File: src/hdl/palist_pkg.sv
// Shared types, constants and codes for the positional array list engine.
`timescale 1ns / 1ps

package palist_pkg;

  localparam int CAPACITY = 64;
  localparam int ADDR_W = $clog2(CAPACITY);
  localparam int CNT_W = $clog2(CAPACITY + 1);
  localparam int POS_W = 7;
  localparam int IDX_W = 6;
  localparam int DATA_W = 32;
  localparam int CMD_W = 3;
  localparam int STAT_W = 3;
  localparam int CMP_W = (POS_W > CNT_W) ? POS_W : CNT_W;
  localparam int IN_TDATA_W = 40;
  localparam int OUT_TDATA_W = 48;

  typedef logic [ADDR_W-1:0] addr_t;
  typedef logic [CNT_W-1:0] cnt_t;
  typedef logic [POS_W-1:0] pos_t;
  typedef logic [IDX_W-1:0] idx_t;
  typedef logic [CMP_W-1:0] cmp_t;
  typedef logic signed [DATA_W-1:0] data_t;
  typedef logic [IN_TDATA_W-1:0] in_tdata_t;
  typedef logic [OUT_TDATA_W-1:0] out_tdata_t;

  typedef enum logic [CMD_W-1:0] {
    CMD_DISPLAY = 3'd0,
    CMD_INSERT  = 3'd1,
    CMD_DELETE  = 3'd2,
    CMD_SEARCH  = 3'd3,
    CMD_UPDATE  = 3'd4
  } cmd_code_t;

  typedef enum logic [STAT_W-1:0] {
    ST_OK        = 3'd0,
    ST_BAD_POS   = 3'd1,
    ST_FULL      = 3'd2,
    ST_NOT_FOUND = 3'd3,
    ST_EMPTY     = 3'd4,
    ST_BAD_CMD   = 3'd5
  } status_t;

  typedef enum logic [3:0] {
    S_IDLE,
    S_DECIDE,
    S_UP,
    S_DOWN,
    S_WRITE,
    S_SEARCH,
    S_FOUND,
    S_DISP_RD,
    S_DISP_OUT,
    S_REPLY
  } state_t;

  typedef enum logic [2:0] {
    PTR_HOLD,
    PTR_ZERO,
    PTR_COUNT,
    PTR_POS1,
    PTR_INC,
    PTR_DEC
  } ptr_op_t;

  typedef enum logic {
    RD_PTR,
    RD_PTR_M1
  } rd_sel_t;

  typedef enum logic [1:0] {
    WR_NONE,
    WR_UP,
    WR_DOWN,
    WR_VAL
  } wr_op_t;

  typedef enum logic [1:0] {
    CNT_HOLD,
    CNT_INC,
    CNT_DEC
  } cnt_op_t;

  typedef enum logic [1:0] {
    OUT_PLAIN,
    OUT_FOUND,
    OUT_DISP
  } out_sel_t;

  typedef struct packed {
    logic     latch;
    ptr_op_t  ptr_op;
    logic     rd_en;
    rd_sel_t  rd_sel;
    wr_op_t   wr_op;
    cnt_op_t  cnt_op;
    logic     set_status;
    status_t  status;
    logic     load_out;
    out_sel_t out_sel;
  } dp_cmd_t;

  typedef struct packed {
    logic [CMD_W-1:0] cmd;
    logic             pos_gt_cnt;
    logic             pos_ge_cnt;
    logic             full;
    logic             empty;
    logic             ptr_gt_pos;
    logic             ptr_lt_cnt;
    logic             rd_vld;
    logic             match;
    logic             rd_last;
    logic             out_free;
  } dp_stat_t;

endpackage

File: src/hdl/palist_ram.sv
// Generic single-write, single-read RAM with a registered read port.
`timescale 1ns / 1ps

module palist_ram #(
  parameter int WIDTH = 32,
  parameter int DEPTH = 64
) (
  input  logic                     clk,
  input  logic                     wr_en,
  input  logic [$clog2(DEPTH)-1:0] wr_addr,
  input  logic [WIDTH-1:0]         wr_data,
  input  logic                     rd_en,
  input  logic [$clog2(DEPTH)-1:0] rd_addr,
  output logic [WIDTH-1:0]         rd_data
);

  logic [WIDTH-1:0] mem [DEPTH];

  always_ff @(posedge clk) begin
    if (wr_en) begin
      mem[wr_addr] <= wr_data;
    end
    if (rd_en) begin
      rd_data <= mem[rd_addr];
    end
  end

endmodule

File: src/hdl/palist_ctrl.sv
// Command sequencer of the array list engine.
`timescale 1ns / 1ps

module palist_ctrl (
  input  logic                 clk,
  input  logic                 rst_n,
  input  logic                 in_tvalid,
  output logic                 in_tready,
  input  palist_pkg::dp_stat_t st,
  output palist_pkg::dp_cmd_t  cmd
);

  palist_pkg::state_t state_r;
  palist_pkg::state_t state_nxt;

  always_ff @(posedge clk) begin
    if (!rst_n) begin
      state_r <= palist_pkg::S_IDLE;
    end else begin
      state_r <= state_nxt;
    end
  end

  always_comb begin
    state_nxt = state_r;
    case (state_r)
      palist_pkg::S_IDLE: begin
        if (in_tvalid) begin
          state_nxt = palist_pkg::S_DECIDE;
        end
      end
      palist_pkg::S_DECIDE: begin
        case (st.cmd)
          palist_pkg::CMD_DISPLAY: begin
            state_nxt = st.empty ? palist_pkg::S_REPLY : palist_pkg::S_DISP_RD;
          end
          palist_pkg::CMD_INSERT: begin
            state_nxt = (st.pos_gt_cnt || st.full) ? palist_pkg::S_REPLY : palist_pkg::S_UP;
          end
          palist_pkg::CMD_DELETE: begin
            state_nxt = st.pos_ge_cnt ? palist_pkg::S_REPLY : palist_pkg::S_DOWN;
          end
          palist_pkg::CMD_SEARCH: begin
            state_nxt = palist_pkg::S_SEARCH;
          end
          palist_pkg::CMD_UPDATE: begin
            state_nxt = st.pos_ge_cnt ? palist_pkg::S_REPLY : palist_pkg::S_WRITE;
          end
          default: begin
            state_nxt = palist_pkg::S_REPLY;
          end
        endcase
      end
      palist_pkg::S_UP: begin
        if (!st.ptr_gt_pos && !st.rd_vld) begin
          state_nxt = palist_pkg::S_WRITE;
        end
      end
      palist_pkg::S_WRITE: begin
        state_nxt = palist_pkg::S_REPLY;
      end
      palist_pkg::S_DOWN: begin
        if (!st.ptr_lt_cnt && !st.rd_vld) begin
          state_nxt = palist_pkg::S_REPLY;
        end
      end
      palist_pkg::S_SEARCH: begin
        if (st.match) begin
          state_nxt = palist_pkg::S_FOUND;
        end else if (!st.ptr_lt_cnt && !st.rd_vld) begin
          state_nxt = palist_pkg::S_REPLY;
        end
      end
      palist_pkg::S_FOUND: begin
        if (st.out_free) begin
          state_nxt = palist_pkg::S_IDLE;
        end
      end
      palist_pkg::S_DISP_RD: begin
        state_nxt = palist_pkg::S_DISP_OUT;
      end
      palist_pkg::S_DISP_OUT: begin
        if (st.out_free && st.rd_last) begin
          state_nxt = palist_pkg::S_IDLE;
        end
      end
      palist_pkg::S_REPLY: begin
        if (st.out_free) begin
          state_nxt = palist_pkg::S_IDLE;
        end
      end
      default: begin
        state_nxt = palist_pkg::S_IDLE;
      end
    endcase
  end

  always_comb begin
    in_tready = (state_r == palist_pkg::S_IDLE);
    cmd.latch = 1'b0;
    cmd.ptr_op = palist_pkg::PTR_HOLD;
    cmd.rd_en = 1'b0;
    cmd.rd_sel = palist_pkg::RD_PTR;
    cmd.wr_op = palist_pkg::WR_NONE;
    cmd.cnt_op = palist_pkg::CNT_HOLD;
    cmd.set_status = 1'b0;
    cmd.status = palist_pkg::ST_OK;
    cmd.load_out = 1'b0;
    cmd.out_sel = palist_pkg::OUT_PLAIN;
    case (state_r)
      palist_pkg::S_IDLE: begin
        cmd.latch = in_tvalid;
      end
      palist_pkg::S_DECIDE: begin
        case (st.cmd)
          palist_pkg::CMD_DISPLAY: begin
            if (st.empty) begin
              cmd.set_status = 1'b1;
              cmd.status = palist_pkg::ST_EMPTY;
            end else begin
              cmd.ptr_op = palist_pkg::PTR_ZERO;
            end
          end
          palist_pkg::CMD_INSERT: begin
            if (st.pos_gt_cnt) begin
              cmd.set_status = 1'b1;
              cmd.status = palist_pkg::ST_BAD_POS;
            end else if (st.full) begin
              cmd.set_status = 1'b1;
              cmd.status = palist_pkg::ST_FULL;
            end else begin
              cmd.ptr_op = palist_pkg::PTR_COUNT;
            end
          end
          palist_pkg::CMD_DELETE: begin
            if (st.pos_ge_cnt) begin
              cmd.set_status = 1'b1;
              cmd.status = palist_pkg::ST_BAD_POS;
            end else begin
              cmd.ptr_op = palist_pkg::PTR_POS1;
            end
          end
          palist_pkg::CMD_SEARCH: begin
            cmd.ptr_op = palist_pkg::PTR_ZERO;
          end
          palist_pkg::CMD_UPDATE: begin
            if (st.pos_ge_cnt) begin
              cmd.set_status = 1'b1;
              cmd.status = palist_pkg::ST_BAD_POS;
            end
          end
          default: begin
            cmd.set_status = 1'b1;
            cmd.status = palist_pkg::ST_BAD_CMD;
          end
        endcase
      end
      palist_pkg::S_UP: begin
        cmd.rd_sel = palist_pkg::RD_PTR_M1;
        if (st.ptr_gt_pos) begin
          cmd.rd_en = 1'b1;
          cmd.ptr_op = palist_pkg::PTR_DEC;
        end
        if (st.rd_vld) begin
          cmd.wr_op = palist_pkg::WR_UP;
        end
      end
      palist_pkg::S_WRITE: begin
        cmd.wr_op = palist_pkg::WR_VAL;
        cmd.set_status = 1'b1;
        if (st.cmd == palist_pkg::CMD_INSERT) begin
          cmd.cnt_op = palist_pkg::CNT_INC;
        end
      end
      palist_pkg::S_DOWN: begin
        if (st.ptr_lt_cnt) begin
          cmd.rd_en = 1'b1;
          cmd.ptr_op = palist_pkg::PTR_INC;
        end
        if (st.rd_vld) begin
          cmd.wr_op = palist_pkg::WR_DOWN;
        end
        if (!st.ptr_lt_cnt && !st.rd_vld) begin
          cmd.cnt_op = palist_pkg::CNT_DEC;
          cmd.set_status = 1'b1;
        end
      end
      palist_pkg::S_SEARCH: begin
        if (!st.match) begin
          if (st.ptr_lt_cnt) begin
            cmd.rd_en = 1'b1;
            cmd.ptr_op = palist_pkg::PTR_INC;
          end else if (!st.rd_vld) begin
            cmd.set_status = 1'b1;
            cmd.status = palist_pkg::ST_NOT_FOUND;
          end
        end
      end
      palist_pkg::S_FOUND: begin
        cmd.out_sel = palist_pkg::OUT_FOUND;
        cmd.load_out = st.out_free;
      end
      palist_pkg::S_DISP_RD: begin
        cmd.rd_en = 1'b1;
        cmd.ptr_op = palist_pkg::PTR_INC;
      end
      palist_pkg::S_DISP_OUT: begin
        cmd.out_sel = palist_pkg::OUT_DISP;
        if (st.out_free) begin
          cmd.load_out = 1'b1;
          if (!st.rd_last) begin
            cmd.rd_en = 1'b1;
            cmd.ptr_op = palist_pkg::PTR_INC;
          end
        end
      end
      palist_pkg::S_REPLY: begin
        cmd.load_out = st.out_free;
      end
      default: begin
        cmd.latch = 1'b0;
      end
    endcase
  end

endmodule

File: src/hdl/palist_dp.sv
// Datapath of the array list engine: element store, count, pointer and result register.
`timescale 1ns / 1ps

module palist_dp (
  input  logic                          clk,
  input  logic                          rst_n,
  input  palist_pkg::in_tdata_t         in_tdata,
  input  logic [palist_pkg::CMD_W-1:0]  in_tuser,
  output logic                          out_tvalid,
  input  logic                          out_tready,
  output palist_pkg::out_tdata_t        out_tdata,
  output logic [palist_pkg::STAT_W-1:0] out_tuser,
  output logic                          out_tlast,
  input  palist_pkg::dp_cmd_t           cmd,
  output palist_pkg::dp_stat_t          st
);

  logic [palist_pkg::CMD_W-1:0] cmd_r, cmd_nxt;
  palist_pkg::pos_t    pos_r, pos_nxt;
  palist_pkg::data_t   val_r, val_nxt;
  palist_pkg::cnt_t    count_r, count_nxt;
  palist_pkg::cnt_t    ptr_r, ptr_nxt;
  palist_pkg::status_t status_r, status_nxt;
  palist_pkg::addr_t   rd_addr_r, rd_addr_nxt;
  logic                rd_vld_r, rd_vld_nxt;
  logic                out_tvalid_r, out_tvalid_nxt;
  palist_pkg::status_t out_status_r, out_status_nxt;
  palist_pkg::idx_t    out_idx_r, out_idx_nxt;
  palist_pkg::data_t   out_elem_r, out_elem_nxt;
  palist_pkg::cnt_t    out_count_r, out_count_nxt;
  logic                out_last_r, out_last_nxt;

  palist_pkg::addr_t   rd_addr;
  palist_pkg::addr_t   wr_addr;
  palist_pkg::data_t   wr_data;
  logic                wr_en;
  logic [palist_pkg::DATA_W-1:0] rd_data;
  logic                rd_last;

  palist_ram #(
    .WIDTH(palist_pkg::DATA_W),
    .DEPTH(palist_pkg::CAPACITY)
  ) u_store (
    .clk    (clk),
    .wr_en  (wr_en),
    .wr_addr(wr_addr),
    .wr_data(wr_data),
    .rd_en  (cmd.rd_en),
    .rd_addr(rd_addr),
    .rd_data(rd_data)
  );

  always_comb begin
    if (cmd.rd_sel == palist_pkg::RD_PTR_M1) begin
      rd_addr = palist_pkg::addr_t'(ptr_r - palist_pkg::cnt_t'(1));
    end else begin
      rd_addr = palist_pkg::addr_t'(ptr_r);
    end
    wr_en = (cmd.wr_op != palist_pkg::WR_NONE);
    case (cmd.wr_op)
      palist_pkg::WR_UP: begin
        wr_addr = rd_addr_r + palist_pkg::addr_t'(1);
        wr_data = rd_data;
      end
      palist_pkg::WR_DOWN: begin
        wr_addr = rd_addr_r - palist_pkg::addr_t'(1);
        wr_data = rd_data;
      end
      palist_pkg::WR_VAL: begin
        wr_addr = palist_pkg::addr_t'(pos_r);
        wr_data = val_r;
      end
      default: begin
        wr_addr = rd_addr_r;
        wr_data = rd_data;
      end
    endcase
  end

  assign rd_last = ((palist_pkg::cnt_t'(rd_addr_r) + palist_pkg::cnt_t'(1)) == count_r);

  always_comb begin
    st.cmd = cmd_r;
    st.pos_gt_cnt = (palist_pkg::cmp_t'(pos_r) > palist_pkg::cmp_t'(count_r));
    st.pos_ge_cnt = (palist_pkg::cmp_t'(pos_r) >= palist_pkg::cmp_t'(count_r));
    st.full = (count_r == palist_pkg::cnt_t'(palist_pkg::CAPACITY));
    st.empty = (count_r == '0);
    st.ptr_gt_pos = (palist_pkg::cmp_t'(ptr_r) > palist_pkg::cmp_t'(pos_r));
    st.ptr_lt_cnt = (ptr_r < count_r);
    st.rd_vld = rd_vld_r;
    st.match = rd_vld_r && (rd_data == val_r);
    st.rd_last = rd_last;
    st.out_free = !out_tvalid_r || out_tready;
  end

  always_comb begin
    cmd_nxt = cmd_r;
    pos_nxt = pos_r;
    val_nxt = val_r;
    if (cmd.latch) begin
      cmd_nxt = in_tuser;
      pos_nxt = in_tdata[palist_pkg::POS_W-1:0];
      val_nxt = in_tdata[palist_pkg::POS_W +: palist_pkg::DATA_W];
    end

    case (cmd.ptr_op)
      palist_pkg::PTR_ZERO:  ptr_nxt = '0;
      palist_pkg::PTR_COUNT: ptr_nxt = count_r;
      palist_pkg::PTR_POS1:  ptr_nxt = palist_pkg::cnt_t'(pos_r) + palist_pkg::cnt_t'(1);
      palist_pkg::PTR_INC:   ptr_nxt = ptr_r + palist_pkg::cnt_t'(1);
      palist_pkg::PTR_DEC:   ptr_nxt = ptr_r - palist_pkg::cnt_t'(1);
      default:               ptr_nxt = ptr_r;
    endcase

    case (cmd.cnt_op)
      palist_pkg::CNT_INC: count_nxt = count_r + palist_pkg::cnt_t'(1);
      palist_pkg::CNT_DEC: count_nxt = count_r - palist_pkg::cnt_t'(1);
      default:             count_nxt = count_r;
    endcase

    status_nxt = cmd.set_status ? cmd.status : status_r;
    rd_vld_nxt = cmd.rd_en;
    rd_addr_nxt = cmd.rd_en ? rd_addr : rd_addr_r;

    out_tvalid_nxt = out_tvalid_r && !out_tready;
    out_status_nxt = out_status_r;
    out_idx_nxt = out_idx_r;
    out_elem_nxt = out_elem_r;
    out_count_nxt = out_count_r;
    out_last_nxt = out_last_r;
    if (cmd.load_out) begin
      out_tvalid_nxt = 1'b1;
      out_count_nxt = count_r;
      case (cmd.out_sel)
        palist_pkg::OUT_FOUND: begin
          out_status_nxt = palist_pkg::ST_OK;
          out_idx_nxt = palist_pkg::idx_t'(rd_addr_r);
          out_elem_nxt = '0;
          out_last_nxt = 1'b1;
        end
        palist_pkg::OUT_DISP: begin
          out_status_nxt = palist_pkg::ST_OK;
          out_idx_nxt = palist_pkg::idx_t'(rd_addr_r);
          out_elem_nxt = rd_data;
          out_last_nxt = rd_last;
        end
        default: begin
          out_status_nxt = status_r;
          out_idx_nxt = '0;
          out_elem_nxt = '0;
          out_last_nxt = 1'b1;
        end
      endcase
    end
  end

  always_ff @(posedge clk) begin
    if (!rst_n) begin
      count_r <= '0;
      rd_vld_r <= 1'b0;
      out_tvalid_r <= 1'b0;
    end else begin
      count_r <= count_nxt;
      rd_vld_r <= rd_vld_nxt;
      out_tvalid_r <= out_tvalid_nxt;
    end
  end

  always_ff @(posedge clk) begin
    cmd_r <= cmd_nxt;
    pos_r <= pos_nxt;
    val_r <= val_nxt;
    ptr_r <= ptr_nxt;
    status_r <= status_nxt;
    rd_addr_r <= rd_addr_nxt;
    out_status_r <= out_status_nxt;
    out_idx_r <= out_idx_nxt;
    out_elem_r <= out_elem_nxt;
    out_count_r <= out_count_nxt;
    out_last_r <= out_last_nxt;
  end

  assign out_tvalid = out_tvalid_r;
  assign out_tuser = out_status_r;
  assign out_tlast = out_last_r;
  assign out_tdata = palist_pkg::out_tdata_t'({out_count_r, out_elem_r, out_idx_r});

endmodule

File: src/hdl/positional_array_list_engine_core.sv
// Top level of the positional array list engine.
//
//   Channel  Direction  Handshake          Payload
//   in_      sink       tvalid / tready    tuser command, tdata position and data_value
//   out_     source     tvalid / tready    tuser status, tdata index, element, count; tlast
//
// Insert shifts the elements from position upward, delete shifts those after position down,
// and search reads from index 0 until a hit or the end of the list; update and rejected
// commands walk no elements. Each walk reads the element RAM one element per cycle
// through its single read port. Display gives one beat per cycle while out_ is not stalled.
// Reset empties the list at once; the element RAM holds no reset value.
// A stalled result beat holds the sequencer; the next command can be taken in the cycle after
// the final beat of the current one has been loaded.
`timescale 1ns / 1ps

module positional_array_list_engine_core (
  input  logic                          clk,
  input  logic                          rst_n,
  input  logic                          in_tvalid,
  output logic                          in_tready,
  // [6:0] position, [38:7] data_value, [39] zero
  input  palist_pkg::in_tdata_t         in_tdata,
  // [2:0] command
  input  logic [palist_pkg::CMD_W-1:0]  in_tuser,
  output logic                          out_tvalid,
  input  logic                          out_tready,
  // [5:0] index, [37:6] element, [44:38] count, [47:45] zero
  output palist_pkg::out_tdata_t        out_tdata,
  // [2:0] status
  output logic [palist_pkg::STAT_W-1:0] out_tuser,
  output logic                          out_tlast
);

  palist_pkg::dp_cmd_t  dp_cmd;
  palist_pkg::dp_stat_t dp_stat;

  palist_ctrl u_ctrl (
    .clk      (clk),
    .rst_n    (rst_n),
    .in_tvalid(in_tvalid),
    .in_tready(in_tready),
    .st       (dp_stat),
    .cmd      (dp_cmd)
  );

  palist_dp u_dp (
    .clk       (clk),
    .rst_n     (rst_n),
    .in_tdata  (in_tdata),
    .in_tuser  (in_tuser),
    .out_tvalid(out_tvalid),
    .out_tready(out_tready),
    .out_tdata (out_tdata),
    .out_tuser (out_tuser),
    .out_tlast (out_tlast),
    .cmd       (dp_cmd),
    .st        (dp_stat)
  );

endmodule

File: config.mk
export PLATFORM = sky130hd
export DESIGN_NAME = positional_array_list_engine_core
export DESIGN_NICKNAME = d
export VERILOG_FILES = /design/src/hdl/palist_pkg.sv /design/src/hdl/palist_ram.sv /design/src/hdl/palist_ctrl.sv /design/src/hdl/palist_dp.sv /design/src/hdl/positional_array_list_engine_core.sv
export SDC_FILE = /design/constraint.sdc
export NUM_CORES = 2
export LEC_CHECK = 0
export BUFFER_PORTS_ARGS = -buffer_cell sky130_fd_sc_hd__buf_2
export CAP_MARGIN = 20
export CELL_PAD_IN_SITES_DETAIL_PLACEMENT = 0
export CELL_PAD_IN_SITES_GLOBAL_PLACEMENT = 1
export CORE_ASPECT_RATIO = 0.6
export CORE_MARGIN = 2
export CORE_UTILIZATION = 49
export CTS_CLUSTER_DIAMETER = 200
export DETAILED_ROUTE_END_ITERATION = 7
export PLACE_DENSITY = 0.87
export SETUP_SLACK_MARGIN = 0.1
export SYNTH_ARGS = -nofsm -noshare
export SYNTH_HDL_FRONTEND = slang
export SYNTH_SLANG_ARGS = --single-unit
File: constraint.sdc
create_clock -name clk -period 5.5 [get_ports clk]
set_clock_uncertainty 0.05 [all_clocks]
set_input_delay 0.55 -clock clk [delete_from_list [all_inputs] [get_ports clk]]
set_output_delay 0.55 -clock clk [all_outputs]
set_load 0.02 [all_outputs]
=== Yosys cells after proc, flatten, opt, wreduce, memory -nomap -nowiden ===
Memories as Yosys holds them, arrays and structs flattened. A register that Yosys moved wholly into a read port is not among the register bits.
Cells that the tools add are included.
Widths: inputs -> output; s select.

* Add/subtract/negate cells: 8
* Multipliers: 0
* Divide/modulo/power cells: 0
* Magnitude comparators: 4
* Equality and inequality tests: 32
* Shift operators: 0
* Muxes and demuxes: 53
* Bitwise logic cells: 0
* Reduce and logical (&&, ||, !) cells: 22

{| class="wikitable"
|+ Operators with widths
! kind !! count
|-
| $mux 4 || 22
|-
| $pmux 4 s9 || 1
|-
| $pmux 7 s5 || 1
|-
| $eq 32x32->1 || 1
|-
| $mux 32 || 1
|-
| $add 7x1->7 const B || 3
|-
| $pmux 4 s5 || 1
|-
| $pmux 3 s6 || 1
|-
| $pmux 6 s3 || 1
|-
| $eq 4x3->1 const B || 4
|-
| $pmux 4 s4 || 1
|-
| $gt 7x7->1 || 2
|-
| $pmux 7 s2 || 1
|-
| $sub 7x1->7 const B || 2
|-
| $eq 3x2->1 const B || 4
|-
| $pmux 3 s4 || 1
|-
| $eq 3x3->1 const B || 3
|-
| $mux 1 || 9
|-
| $eq 2x2->1 const B || 4
|-
| $eq 4x2->1 const B || 2
|-
| $eq 4x4->1 const B || 2
|-
| $pmux 2 s2 || 2
|-
| $add 6x1->7 const B || 1
|-
| $eq 7x7->1 || 1
|-
| 28 further kinds || 48
|}

* Bits in registers: 120
* Latch bits: 0
* RAM bits: 2,048
* Memory bits (read-only): 0
* Input port bits: 47
* Output and inout bits: 54
* Logic and storage cells: 135
* Memories: 1

{| class="wikitable"
|+ Memories
! name !! words !! bits a word !! read ports !! clocked after Yosys merged registers in !! wr ports !! line !! text
|-
| u_dp.u_store.mem || 64 || 32 || 1 || 1 || 1 || palist_ram.sv:17 || <nowiki>logic [WIDTH-1:0] mem [DEPTH];</nowiki>
|}

=== Longest topological paths before layout ===
* Depth in word-level cells: 7
* Depth in mapped cells: 17
* Gate-level depth less buffers: 16

=== Modules after synthesis ===
Synthesis repeated with hierarchy kept, for this count alone.

* Cells, all modules: 3,991
* Area total of the unflattened synthesis: 86,078.8 µm²

{| class="wikitable"
|+ By module, submodules not included
! module !! times used !! cells an instance !! area an instance (µm²) !! seq. area each (µm²)
|-
| palist_ram || 1 || 3,324 || 78,835.6 || 62,459.9
|-
| palist_dp || 1 || 557 || 6,507.5 || 3,393.3
|-
| palist_ctrl || 1 || 110 || 735.7 || 80.1
|}

=== Worst setup path after synthesis ===
OpenSTA, ideal clock, no wires.

* Kind: register to register
* Start point: register u_ctrl.state_r[1]
* End point: memory u_dp.u_store.mem[47][0] (enable)
* Setup time: 0.461 ns
* Arrival: 5.158 ns
* Required time: 4.989 ns
* Slack: -0.169 ns
* Stages on the path, launching flop included: 18
* Buffers on the path: 3
* Clock period less this slack: 5.669 ns
* Path through: dfxtp_1 buf_2 nor2b_1 nand3_1 o21ai_0 nand2_1 inv_1 ha_1 ha_1 a21o_1 a21o_1 a21oi_1 nand2b_1 a311oi_1 and2_1 clkbuf_1 clkbuf_1 nor3_1

* Word-level cells in the longest chain between the ends: 5
* Elaborated cells between the ends (all ways): 11
* Classes of those cells: eq/ne: 6; mux: 4; reduce/logical: 1

{| class="wikitable"
|+ RTL lines
! item !! line !! text
|-
| start: declaration || palist_ctrl.sv:13 || <nowiki>palist_pkg::state_t state_r;</nowiki>
|-
| start signal: assignment || palist_ctrl.sv:18 || <nowiki>state_r <= palist_pkg::S_IDLE;</nowiki>
|-
| start signal: assignment || palist_ctrl.sv:20 || <nowiki>state_r <= state_nxt;</nowiki>
|-
| $eq 4x2->1 / $eq 4x3->1 (equally long branches) || palist_ctrl.sv:110 || <nowiki>case (state_r)</nowiki>
|-
| $pmux 2 s3 (*) || palist_ctrl.sv:110 ||
|-
| $reduce_bool 2->1 || palist_dp.sv:59 || <nowiki>wr_en = (cmd.wr_op != palist_pkg::WR_NONE);</nowiki>
|-
| $mux 1 || palist_ram.sv:20 || <nowiki>if (wr_en) begin</nowiki>
|-
| $mux 1 (implied by the code) || palist_ram.sv:21 || <nowiki>mem[wr_addr] <= wr_data;</nowiki>
|-
| end: declaration || palist_ram.sv:17 ||
|}

Mark *: on every way between the ends. The rest lies on a longest branch, timed or not.

=== Final worst setup path ===
* Start point: register u_dp.count_r[6]
* End point: register u_dp.count_r[6]

* Word-level cells in the longest chain between the ends: 7
* Elaborated cells between the ends (all ways): 11
* Classes of those cells: add/sub: 2; order compare: 1; eq/ne: 2; mux: 3; reduce/logical: 3

{| class="wikitable"
|+ RTL lines
! item !! line !! text
|-
| start: declaration || palist_dp.sv:21 || <nowiki>palist_pkg::cnt_t count_r, count_nxt;</nowiki>
|-
| start signal: assignment || palist_dp.sv:163 || <nowiki>count_r <= count_nxt;</nowiki>
|-
| $lt 7x7->1 || palist_dp.sv:89 || <nowiki>st.ptr_lt_cnt = (ptr_r < count_r);</nowiki>
|-
| $logic_not 1->1 || palist_ctrl.sv:183 || <nowiki>if (!st.ptr_lt_cnt && !st.rd_vld) begin</nowiki>
|-
| $logic_and 1x1->1 || palist_ctrl.sv:183 ||
|-
| $mux 3 || palist_ctrl.sv:183 ||
|-
| $pmux 2 s2 || palist_ctrl.sv:110 ||
|-
| $eq 2x2->1 / $eq 2x1->1 (equally long branches) || palist_dp.sv:115 || <nowiki>case (cmd.cnt_op)</nowiki>
|-
| $pmux 7 s2 / $reduce_bool 2->1 (equally long branches) || n/a ||
|}

Parallel ways exist; a longest one is shown, timed or not.
A chain may end at the register's enable or synchronous reset.

==> flow_summary.json <==
{
  "postRouteWirelength_um": 305000,
  "netlist_instances": 8019,
  "synth-edff-count": 2187,
  "timing.final.ws_setup_ps": 853,
  "final.min_clock_period_ps": 4650,
  "io_buffers": 96,
  "fp.dieH_um": 370,
  "finalNetCount": 8100,
  "transition_at_the_pin_with_the_smallest_max_transition_slack_ps": 1210,
  "ff2ff_path_depth": 17,
  "first_global_vias": 70000,
  "postRouteAntennaNets": 0,
  "timing.hold.worst.start": "out_tready",
  "cp.required_ps": 6230,
  "crit-reg2reg-capture": "u_dp.count_r[6]",
  "synthesis.yosys.warnings": 0,
  "antenna_found_initial": 18,
  "synth-main-ff-cell": "sky130_fd_sc_hd__edfxtp_1",
  "clk_latency_ps": 870,
  "overflow": 0,
  "maxClockFrequency_mhz": 215,
  "cts-buffers-inserted": 201,
  "finalHoldWorstSlack_ps": 132,
  "chipWidth_um": 614,
  "postLayoutCellArea_um2": 121000,
  "preCtsSetupSlack_ps": 947,
  "post_cts.resized_instances": 0,
  "postSynth.asyncResetShare_pct": 0,
  "hpwl_um": 186000,
  "setup.worst_path.class": "register to register",
  "final_hold_viol_count": 0,
  "post_synth_and_or_nand_nor_area_fraction_pct": 7.57,
  "yosys.area_share.adder_pct": 0.483,
  "cp_slowest_cell": "sky130_fd_sc_hd__dfxtp_1",
  "timing.critical_path.to_type": "register",
  "cp_slowest_stage_delay_ps": 580,
  "netlist_area_um2": 109000,
  "clock_tree_from_tritoncts": "yes",
  "maxCapViolations": 0,
  "boundaryPins": 101,
  "clkSlewWorstSetupHoldPaths_ps": 70,
  "yosys_register_bits": 2200,
  "detail_route.iter0.violations": 10500,
  "ctsRootBufferMaster": "sky130_fd_sc_hd__clkbuf_16",
  "slew_headroom_pct": 19.0,
  "flow.area_growth_from_synthesis_pct": 11.2,
  "share_of_the_yosys_chip_area_belonging_to_registers_pct": 60.4,
  "dpl_cell_area_um2": 115000,
  "avgViaCountPerCell": 6.46,
  "synth-compound-area-share_pct": 13.3,
  "fp.coreArea_um2": 222000,
  "final_layout_size_suffix_gt1_share_pct": 13.5,
  "dominant_combinational_cell_family_by_area_after_synthesis": "multiplexers",
  "floorplan.initialDensity_pct": 49.2,
  "min_path_cells": 4,
  "floorplan.rows": 134,
  "clock_tree.buffer_depth": 4,
  "vias": 72100,
  "post-route-drc-count": 0,
  "final_min_period_over_clock_period_pct": 84.5,
  "worst_hold_path_type": "input port to register",
  "ctsHtreeMaxLevel": 4,
  "design.die.area_um2": 227000,
  "power_density_nw_per_um2": 462,
  "grt_max_degree": 268,
  "worst_ep_arrival_time_ps": 5370,
  "average_footprint_of_a_synthesized_cell_um2": 13.6,
  "grt_pass1_wl_um": 445000,
  "post_synth_mux_area_share_pct": 15.0,
  "critical_path.startpoint_type": "register",
  "timing.critical_path.cells": "inv_1 > ha_1 > nand4_1 > nor2_1 > a211oi_1 > buf_4 > nor4_1 > ha_1 > inv_1 > fa_1 > nor2b_1 > o21ai_0 > a21oi_1 > o21ai_0 > and3_1 > or4_1 > a21oi_1",
  "synthDistinctLibCells": 72,
  "holdPathEnd": "u_ctrl.state_r[2]",
  "path_max_fanout": 8,
  "leakagePower_uw": 0.0400,
  "timing_max_transition_violations_final": 0,
  "setup_violations": 0,
  "outcome": "complete, no violations",
  "gp_congestion": 0.886,
  "wl_per_cell_um": 27.3,
  "rsz0062_at_grt": "false",
  "ir_drop_uv": 342,
  "clock-sinks": 2200,
  "grtUsageTotal_pct": 26.3,
  "layout.filler_cells": 17400,
  "synth_xor_area_share_pct": 0.497,
  "first_pass_iters": 7,
  "reg2reg_from": "u_dp.count_r[6]",
  "finalCoreUtilization_pct": 54.7,
  "timing.reg2reg.setup_slack_ps": 850
}
registers in the layout (all words and copies together) (netlist names):
signal,count
u_dp.status_r,3
u_dp.out_tlast,1
u_dp.out_elem_r,32
u_dp.u_store.mem,2048
u_ctrl.state_r,4
u_dp.rd_addr_r,6
u_dp.cmd_r,3
u_dp.count_r,7
u_dp.rd_vld_r,1
u_dp.out_count_r,7
u_dp.out_tvalid,1
u_dp.val_r,32
u_dp.out_idx_r,6
u_dp.pos_r,7
u_dp.u_store.rd_data,32
u_dp.out_tuser,3
u_dp.ptr_r,7
cell usage in the layout, fill, tap and decap left out, types with 35 or more instances in the layout:
cell / synthesis / final
sky130_fd_sc_hd__dlygate4sd3_1: 0 / 43
sky130_fd_sc_hd__o21ai_1: 155 / 155
sky130_fd_sc_hd__and2_1: 45 / 43
sky130_fd_sc_hd__nand4_1: 41 / 41
sky130_fd_sc_hd__mux2i_1: 1024 / 1024
sky130_fd_sc_hd__nor2_1: 46 / 44
sky130_fd_sc_hd__inv_1: 38 / 37
sky130_fd_sc_hd__nor3_2: 3 / 67
sky130_fd_sc_hd__buf_2: 131 / 96
sky130_fd_sc_hd__o21ai_0: 885 / 885
sky130_fd_sc_hd__nand2b_1: 1024 / 1024
sky130_fd_sc_hd__edfxtp_1: 2187 / 2187
sky130_fd_sc_hd__clkbuf_16: 0 / 205
sky130_fd_sc_hd__a22oi_1: 129 / 129
sky130_fd_sc_hd__clkinv_2: 0 / 45
sky130_fd_sc_hd__clkinv_1: 1 / 35
sky130_fd_sc_hd__buf_4: 6 / 262
sky130_fd_sc_hd__mux4_2: 254 / 254
sky130_fd_sc_hd__ha_1: 39 / 37
sky130_fd_sc_hd__xor2_1: 46 / 46
sky130_fd_sc_hd__o211ai_1: 1020 / 1020
sky130_fd_sc_hd__buf_12: 0 / 83
sky130_fd_sc_hd__nand2_1: 52 / 51
cell families after synthesis:
group,count (synthesis)
adders and majority gates,41
DFF,2200
and+or+nand+nor,1374
xor gates and xnor gates,62
AOI/OAI and AO/OA,2289
muxes,1316
buffers and inverters,736
other,1
cells in the mapped netlist (all sizes together) (4+ instances only):
| cell type | n | area share [%] |
|---|---|---|
| nor3 | 83 | 0.39 |
| nor2 | 46 | 0.16 |
| buf | 175 | 0.81 |
| o21ai | 1040 | 4.8 |
| nor2b | 13 | 0.074 |
| nor4 | 12 | 0.069 |
| a22oi | 129 | 0.89 |
| ha | 39 | 0.45 |
| and2 | 45 | 0.26 |
| o21bai | 5 | 0.034 |
| clkbuf | 521 | 1.8 |
| mux4 | 254 | 5.2 |
| xnor2 | 16 | 0.13 |
| o211ai | 1020 | 7.0 |
| inv | 39 | 0.13 |
| edfxtp | 2187 | 60 |
| a21o | 6 | 0.041 |
| and3 | 6 | 0.034 |
| nand2b | 1024 | 5.9 |
| nand3 | 25 | 0.11 |
| o21a | 7 | 0.048 |
| mux2 | 38 | 0.39 |
| o311ai | 4 | 0.032 |
| mux2i | 1024 | 9.4 |
| nand2 | 52 | 0.18 |
| nand4 | 41 | 0.23 |
| dfxtp | 13 | 0.24 |
| o22ai | 5 | 0.029 |
| xor2 | 46 | 0.37 |
| a211oi | 11 | 0.080 |
| a21oi | 26 | 0.12 |
| or3 | 10 | 0.057 |
repair_timing:
| item | in CTS | in global routing |
|---|---|---|
| endpoints found under the hold margin | 45 | 0 |
| setup buffers | 0 | 0 |
| hold buffers | 43 | 0 |
| endpoints found under the setup margin | 0 | 0 |
through the flow:
stage	cells	power [µW]	setup TNS (ps)
3_5_place_dp	10800	42200	0
4_1_cts	11200	56000	0
5_1_grt	11200	58200	0
6_report	11200	56200	0
3_3_place_gp	10800	41500	0
2_1_floorplan	8021	35200	-288990
worst max-delay path by stage:
stage | from | endpoint | slack (ps) | depth (start not counted)
6_report | u_dp.count_r[6] | u_dp.count_r[6] | 850 | 17
5_1_grt | u_ctrl.state_r[1] | u_dp.u_store.mem[11][29] | 640 | 16
4_1_cts | u_dp.val_r[29] | u_dp.ptr_r[6] | 930 | 12
3_5_place_dp | u_dp.val_r[29] | u_dp.ptr_r[6] | 950 | 12
3_3_place_gp | u_dp.val_r[29] | u_dp.ptr_r[6] | 1090 | 12
2_1_floorplan | u_ctrl.state_r[1] | u_dp.u_store.mem[47][0] | -170 | 17
report_power, final:
part           internal, µW  switching [µW]  total (µW)
logic                  8260           13200       21400
registers             20400             384       20800
clock network          7680            6250       13900
cell type report:
| class | count | area (µm²) | area share, % |
|---|---|---|---|
| Sequential cell | 2200 | 65900 | 54.3 |
| Multi-Input combinational cell | 5085 | 40800 | 33.6 |
| Clock buffer | 242 | 5300 | 4.36 |
| Timing Repair Buffer | 484 | 4540 | 3.74 |
| Tap cell | 2992 | 3740 | 3.08 |
| Clock inverter | 111 | 1000 | 0.826 |
| Inverter | 40 | 158 | 0.130 |
| Antenna cell | 3 | 7.51 | 0.00618 |
layer usage:
layer,wire [µm],part of all wire [%],global-route usage [%],vias up
li1,-,-,-,31500
met1,125000,41,37.4,36400
met2,132000,43,39.0,3612
met3,38200,13,7.51,549
met4,10500,3.4,8.72,4
met5,27,0.0089,0,-
critical path, delay by kind of cell (launching register included):
kind | cells | cell delay, ps
flip-flops | 1 | 580
buffers and inverters | 3 | 590
AND/OR/NAND/NOR | 6 | 1490
AO/OA/AOI/OAI | 5 | 650
adder cells (fa/ha/maj) | 3 | 1190
Power figures use the tool's default switching activity.
